==> config.mk <==
export PLATFORM = sky130hd
export DESIGN_NAME = asst_ctrl
export DESIGN_NICKNAME = d
export VERILOG_FILES = /design/src/design/asst_pkg.sv /design/src/design/asst_ctrl.sv
export SDC_FILE = /design/constraint.sdc
export NUM_CORES = 1
export LEC_CHECK = 0
export BUFFER_PORTS_ARGS = -buffer_cell sky130_fd_sc_hd__buf_2
export CAP_MARGIN = 20
export CORE_MARGIN = 3
export CORE_UTILIZATION = 38
export DETAILED_ROUTE_END_ITERATION = 8
export GPL_ROUTABILITY_DRIVEN = 0
export GPL_TIMING_DRIVEN = 0
export PLACE_DENSITY = 0.68
export RECOVER_POWER = 50
export SLEW_MARGIN = 10
export SYNTH_ARGS = -nofsm -noshare
export SYNTH_HDL_FRONTEND = slang
export SYNTH_SLANG_ARGS = --single-unit
export TNS_END_PERCENT = 10
==> constraint.sdc <==
create_clock -name clk -period 2.2 [get_ports clk]
set_input_delay 0.44 -clock clk [delete_from_list [all_inputs] [get_ports clk]]
set_output_delay 0.44 -clock clk [all_outputs]
set_load 0.01 [all_outputs]
==> src/design/asst_pkg.sv <==
// Shared types and constants for the adaptive step size tuner.
package asst_pkg;

    // Transaction function codes
    localparam logic [1:0] FUNC_UPDATE  = 2'd0;
    localparam logic [1:0] FUNC_CAP     = 2'd1;
    localparam logic [1:0] FUNC_RESTART = 2'd2;
    localparam logic [1:0] FUNC_HOLD    = 2'd3;

    // Configuration register indexes
    localparam logic [1:0] REG_INIT_LOG = 2'd0;
    localparam logic [1:0] REG_MIN_LOG  = 2'd1;
    localparam logic [1:0] REG_MAX_LOG  = 2'd2;
    localparam logic [1:0] REG_TARGET   = 2'd3;

    // ln 2 and one in Q.56
    localparam logic [55:0] LN2_Q56 = 56'hB17217F7D1CF7A;
    localparam logic [63:0] Q56_ONE = 64'h0100_0000_0000_0000;

    // Taylor series stops at this term index, or earlier once a term is zero
    localparam logic [5:0] TAYLOR_LIMIT = 6'd40;

    typedef struct packed {
        logic latch_in;
        logic apply_func;
        logic div_start;
        logic div_mean;
        logic apply_delta;
        logic exp_start;
        logic tay_init;
        logic mul_start;
        logic dvn_start;
        logic tay_add;
        logic exp_fin;
        logic mean_fin;
        logic out_load;
    } cmd_t;

    typedef struct packed {
        logic [1:0] func;
        logic       div_busy;
        logic       red_busy;
        logic       mul_busy;
        logic       dvn_busy;
        logic       tay_go;
        logic       count_zero;
    } status_t;

endpackage

==> src/design/asst_ctrl.sv <==
// Controller: sequences one transaction through the datapath units.
module asst_ctrl (
    input  logic              clk,
    input  logic              rst_n,
    input  logic              in_valid,
    output logic              in_ready,
    output logic              out_valid,
    input  logic              out_ready,
    input  asst_pkg::status_t status,
    output asst_pkg::cmd_t    cmd
);

    localparam logic [3:0] S_IDLE  = 4'd0;
    localparam logic [3:0] S_OP    = 4'd1;
    localparam logic [3:0] S_DDIV  = 4'd2;
    localparam logic [3:0] S_UPD   = 4'd3;
    localparam logic [3:0] S_EXPS  = 4'd4;
    localparam logic [3:0] S_RED   = 4'd5;
    localparam logic [3:0] S_TCHK  = 4'd6;
    localparam logic [3:0] S_MUL   = 4'd7;
    localparam logic [3:0] S_DVN   = 4'd8;
    localparam logic [3:0] S_EFIN  = 4'd9;
    localparam logic [3:0] S_MEAN  = 4'd10;
    localparam logic [3:0] S_MWAIT = 4'd11;
    localparam logic [3:0] S_MFIN  = 4'd12;
    localparam logic [3:0] S_OUT   = 4'd13;

    logic [3:0] state_reg, state_next;
    logic       out_valid_reg, out_valid_next;

    always_comb
    begin
        state_next = state_reg;
        cmd        = '0;
        case (state_reg)
            S_IDLE:
            begin
                if (in_valid)
                begin
                    cmd.latch_in = 1'b1;
                    state_next   = S_OP;
                end
            end
            S_OP:
            begin
                cmd.apply_func = 1'b1;
                case (status.func)
                    asst_pkg::FUNC_UPDATE:
                    begin
                        cmd.div_start = 1'b1;
                        state_next    = S_DDIV;
                    end
                    asst_pkg::FUNC_RESTART: state_next = S_EXPS;
                    default:                state_next = S_MEAN;
                endcase
            end
            S_DDIV:
            begin
                if (!status.div_busy)
                begin
                    state_next = S_UPD;
                end
            end
            S_UPD:
            begin
                cmd.apply_delta = 1'b1;
                state_next      = S_EXPS;
            end
            S_EXPS:
            begin
                cmd.exp_start = 1'b1;
                state_next    = S_RED;
            end
            S_RED:
            begin
                if (!status.red_busy)
                begin
                    cmd.tay_init = 1'b1;
                    state_next   = S_TCHK;
                end
            end
            S_TCHK:
            begin
                if (status.tay_go)
                begin
                    cmd.mul_start = 1'b1;
                    state_next    = S_MUL;
                end
                else
                begin
                    state_next = S_EFIN;
                end
            end
            S_MUL:
            begin
                if (!status.mul_busy)
                begin
                    cmd.dvn_start = 1'b1;
                    state_next    = S_DVN;
                end
            end
            S_DVN:
            begin
                if (!status.dvn_busy)
                begin
                    cmd.tay_add = 1'b1;
                    state_next  = S_TCHK;
                end
            end
            S_EFIN:
            begin
                cmd.exp_fin = 1'b1;
                state_next  = S_MEAN;
            end
            S_MEAN:
            begin
                if (status.count_zero)
                begin
                    state_next = S_MFIN;
                end
                else
                begin
                    cmd.div_start = 1'b1;
                    cmd.div_mean  = 1'b1;
                    state_next    = S_MWAIT;
                end
            end
            S_MWAIT:
            begin
                if (!status.div_busy)
                begin
                    state_next = S_MFIN;
                end
            end
            S_MFIN:
            begin
                cmd.mean_fin = 1'b1;
                state_next   = S_OUT;
            end
            S_OUT:
            begin
                if (!out_valid_reg || out_ready)
                begin
                    cmd.out_load = 1'b1;
                    state_next   = S_IDLE;
                end
            end
            default:
            begin
                state_next = S_IDLE;
            end
        endcase

        if (cmd.out_load)
        begin
            out_valid_next = 1'b1;
        end
        else if (out_ready)
        begin
            out_valid_next = 1'b0;
        end
        else
        begin
            out_valid_next = out_valid_reg;
        end
    end

    always_ff @(posedge clk or negedge rst_n)
    begin
        if (!rst_n)
        begin
            state_reg     <= S_IDLE;
            out_valid_reg <= 1'b0;
        end
        else
        begin
            state_reg     <= state_next;
            out_valid_reg <= out_valid_next;
        end
    end

    assign in_ready  = (state_reg == S_IDLE);
    assign out_valid = out_valid_reg;

endmodule

==> impl_metrics.sql <==
INSERT INTO impl_metrics (metric_group, metric, value, unit) VALUES
('sta', 'report.final.slew_viol_count', '0', ''),
('worst_setup_path', 'worst-path-buf-inv', '3', ''),
('worst_setup_path', 'critical-path-slowest-cell', 'dfrtp_1', ''),
('final_layout', 'area_growth_syn_to_layout', '27.0', '%'),
('cts', 'cts_hold_repair.buffers', '0', ''),
('synthesis', 'post_synth_mux_area_share', '7.91', '%'),
('sta', 'timing.final.hold_violations', '0', ''),
('worst_setup_path', 'timing.critical_path.depth', '5', ''),
('global_route', 'gr-usage-all-layers', '15.1', '%'),
('floorplanning', 'floorplan.initialDensity', '42.2', '%'),
('synthesis', 'post_synth.cell_area_avg', '7.69', 'sq um'),
('worst_setup_path', 'cp_top_family', 'buffers and inverters', ''),
('worst_setup_path', 'crit-reg2reg-capture', 'state_reg[0]', ''),
('power_and_ir_drop', 'p_per_area', '1440', 'nW/um^2'),
('sta', 'rsz0062_at_grt', 'no', ''),
('worst_setup_path', 'crit_type', 'reg -> out', ''),
('sta', 'final.min_clock_period', '2020', 'ps'),
('sta', 'fmax', '494', 'MHz'),
('final_layout', 'final_net_count', '117', ''),
('synthesis', 'synth_edf_count', '0', ''),
('worst_setup_path', 'cp-startpoint', 'state_reg[2]', ''),
('cts', 'h_tree_level_count', '1', ''),
('global_route', 'grt_max_degree', '11', ''),
('floorplanning', 'core-area', '1350', 'sq um'),
('sta', 'slew_at_the_pin_with_the_worst_max_slew_slack', '371', 'ps'),
('cts', 'path_clk_slew', '40', 'ps'),
('worst_setup_path', 'cp.required', '1760', 'ps'),
('cts', 'cts_root_buf', 'clkbuf_4', ''),
('synthesis', 'synth_fp_nets', '86', ''),
('drt', 'route.antenna.remaining_nets', '0', ''),
('synthesis', 'complex_gate_fraction_of_the_synthesized_area', '25.7', '%'),
('outcome', 'outcome', 'finished, final reports clean', ''),
('synthesis', 'yosysWarnings', '0', ''),
('cts', 'post-cts-setup-buffer-count', '0', ''),
('cts', 'cts_buffers', '3', ''),
('final_layout', 'drive_gt1_share', '36.5', '%'),
('final_layout', 'mostFrequentLayoutCell', 'buf_2', ''),
('floorplanning', 'dieWidth', '44.7', 'um'),
('worst_setup_path', 'crit_end', 'cmd[10]', ''),
('min_path', 'min-delay-path-class', 'in -> async', ''),
('cts', 'worstSkewPairLatency', '240', 'ps'),
('synthesis', 'synth_seq_cells', '5', ''),
('floorplanning', 'std_cell_rows', '13', ''),
('synthesis', 'synth-seq-area-share', '22.0', '%'),
('final_layout', 'largest_reg_flops', '4', ''),
('synthesis', 'combinational_family_with_the_most_area_after_synthesis', 'simple AND/OR/NAND/NOR gates', ''),
('drt', 'first_iter_violations', '14', ''),
('power_and_ir_drop', 'power.ir.vdd_worst', '0.000602', 'V'),
('synthesis', 'syn-instance-count', '74', ''),
('final_layout', 'layout.core_utilization', '53.6', '%'),
('drt', 'drt-total-wl', '1410', 'um'),
('drt', 'route.detailed.wl_per_inst', '11.8', 'um'),
('cts', 'cts_repair_resize_count', '0', ''),
('global_route', 'grt_pass1_wl', '2290', 'um'),
('global_route', 'grt_antenna_before_repair', '0', ''),
('worst_setup_path', 'critical-path-max-stage-delay', '370', 'ps'),
('synthesis', 'synthXorXnorAreaFrac', '1.54', '%'),
('worst_setup_path', 'r2r-start', 'state_reg[3]', ''),
('synthesis', 'postSynth.asyncResetShare', '100', '%'),
('sta', 'worst_slew_margin_rel', '75.3', '%'),
('cts', 'clock_path_buffers', '2', ''),
('drt', 'drt_pre_antenna_iters', '4', ''),
('floorplanning', 'floorplan.die_area', '2000', 'sq um'),
('drt', 'post-route-drc-count', '0', ''),
('worst_setup_path', 'worst-r2r-cell-count', '6', ''),
('sta', 'clock_skew', '2.45', 'ps'),
('place', 'place.port_buffers', '26', ''),
('worst_setup_path', 'path_common_cell', 'buf_2', ''),
('cts', 'tritoncts', 'done', ''),
('global_route', 'grt_overflow', '0', ''),
('worst_setup_path', 'start_kind', 'flop', '');
worst reg2reg max path, stage by stage, from the launching register on:
cell	delay, ps
dfrtp_1	360
buf_6	140
xor2_1	150
o32ai_1	330
a22oi_1	160
o311a_2	170
mux2_1	330
cell usage after synthesis, types with 2 or more instances:
cell type | count | area (sq um)
nand3_1 | 2 | 10.0
mux2_4 | 3 | 45.0
nor4b_1 | 2 | 17.5
inv_1 | 5 | 18.8
nor3_1 | 6 | 30.0
a21oi_1 | 4 | 20.0
nand2b_1 | 3 | 18.8
buf_2 | 4 | 20.0
a21o_1 | 2 | 15.0
o21ai_0 | 3 | 15.0
a22o_1 | 2 | 17.5
buf_4 | 2 | 15.0
nor2_1 | 6 | 22.5
dfrtp_1 | 5 | 125
nand2_1 | 5 | 18.8
how the worst min path moves through the flow:
stage,from,end,slack [ps]
floorplan,rst_n,out_valid,140
global placement,rst_n,state_reg[0],250
detailed placement,rst_n,state_reg[1],260
CTS,rst_n,state_reg[3],1
global route,rst_n,state_reg[0],60
finish,rst_n,state_reg[3],40
stage by stage:
step | instance area, sq um | hold slack (ps) | instances | setup slack, ps
2_1_floorplan | 569 | 144 | 74 | 331
6_report | 723 | 38.1 | 119 | 177
4_1_cts | 744 | 0.971 | 119 | 144
5_1_grt | 723 | 57.5 | 119 | 45.3
3_3_place_gp | 718 | 253 | 115 | 377
3_5_place_dp | 718 | 256 | 115 | 404
area by class of cell:
class,count,area (sq um)
tap,15,18.8
sequential,5,125
inverter,6,22.5
clock buffer,4,26.3
timing repair buffer,26,128
multi-input combinational,55,353
fill,145,627
buffer,8,50.0
per-layer routing:
layer  vias to the layer above  GRT usage, %  part of all wire, %
met5                         -             0                    0
met1                       301          18.6                   46
met2                        11          25.2                   50
met4                         0          7.23                    0
met3                         0          2.39                  3.4
li1                        328             -                    -
cell families (layout without fill, tap and decap cells):
kind of cell | count (synthesis) | in the layout
buffers and inverters | 14 | 44
flip-flops | 5 | 5
AO/OA/AOI/OAI | 20 | 20
AND/OR/NAND/NOR | 31 | 31
XOR/XNOR | 1 | 1
multiplexers | 3 | 3
where the power goes:
group          internal [mW]  leakage (nW)  switching, mW
clock                 0.0683        0.0150         0.0329
sequential             0.141        0.0621         0.0332
combinational          0.340         0.302          0.426
total                  0.550         0.379          0.492
No activity file was read; power rests on OpenSTA's default activity.
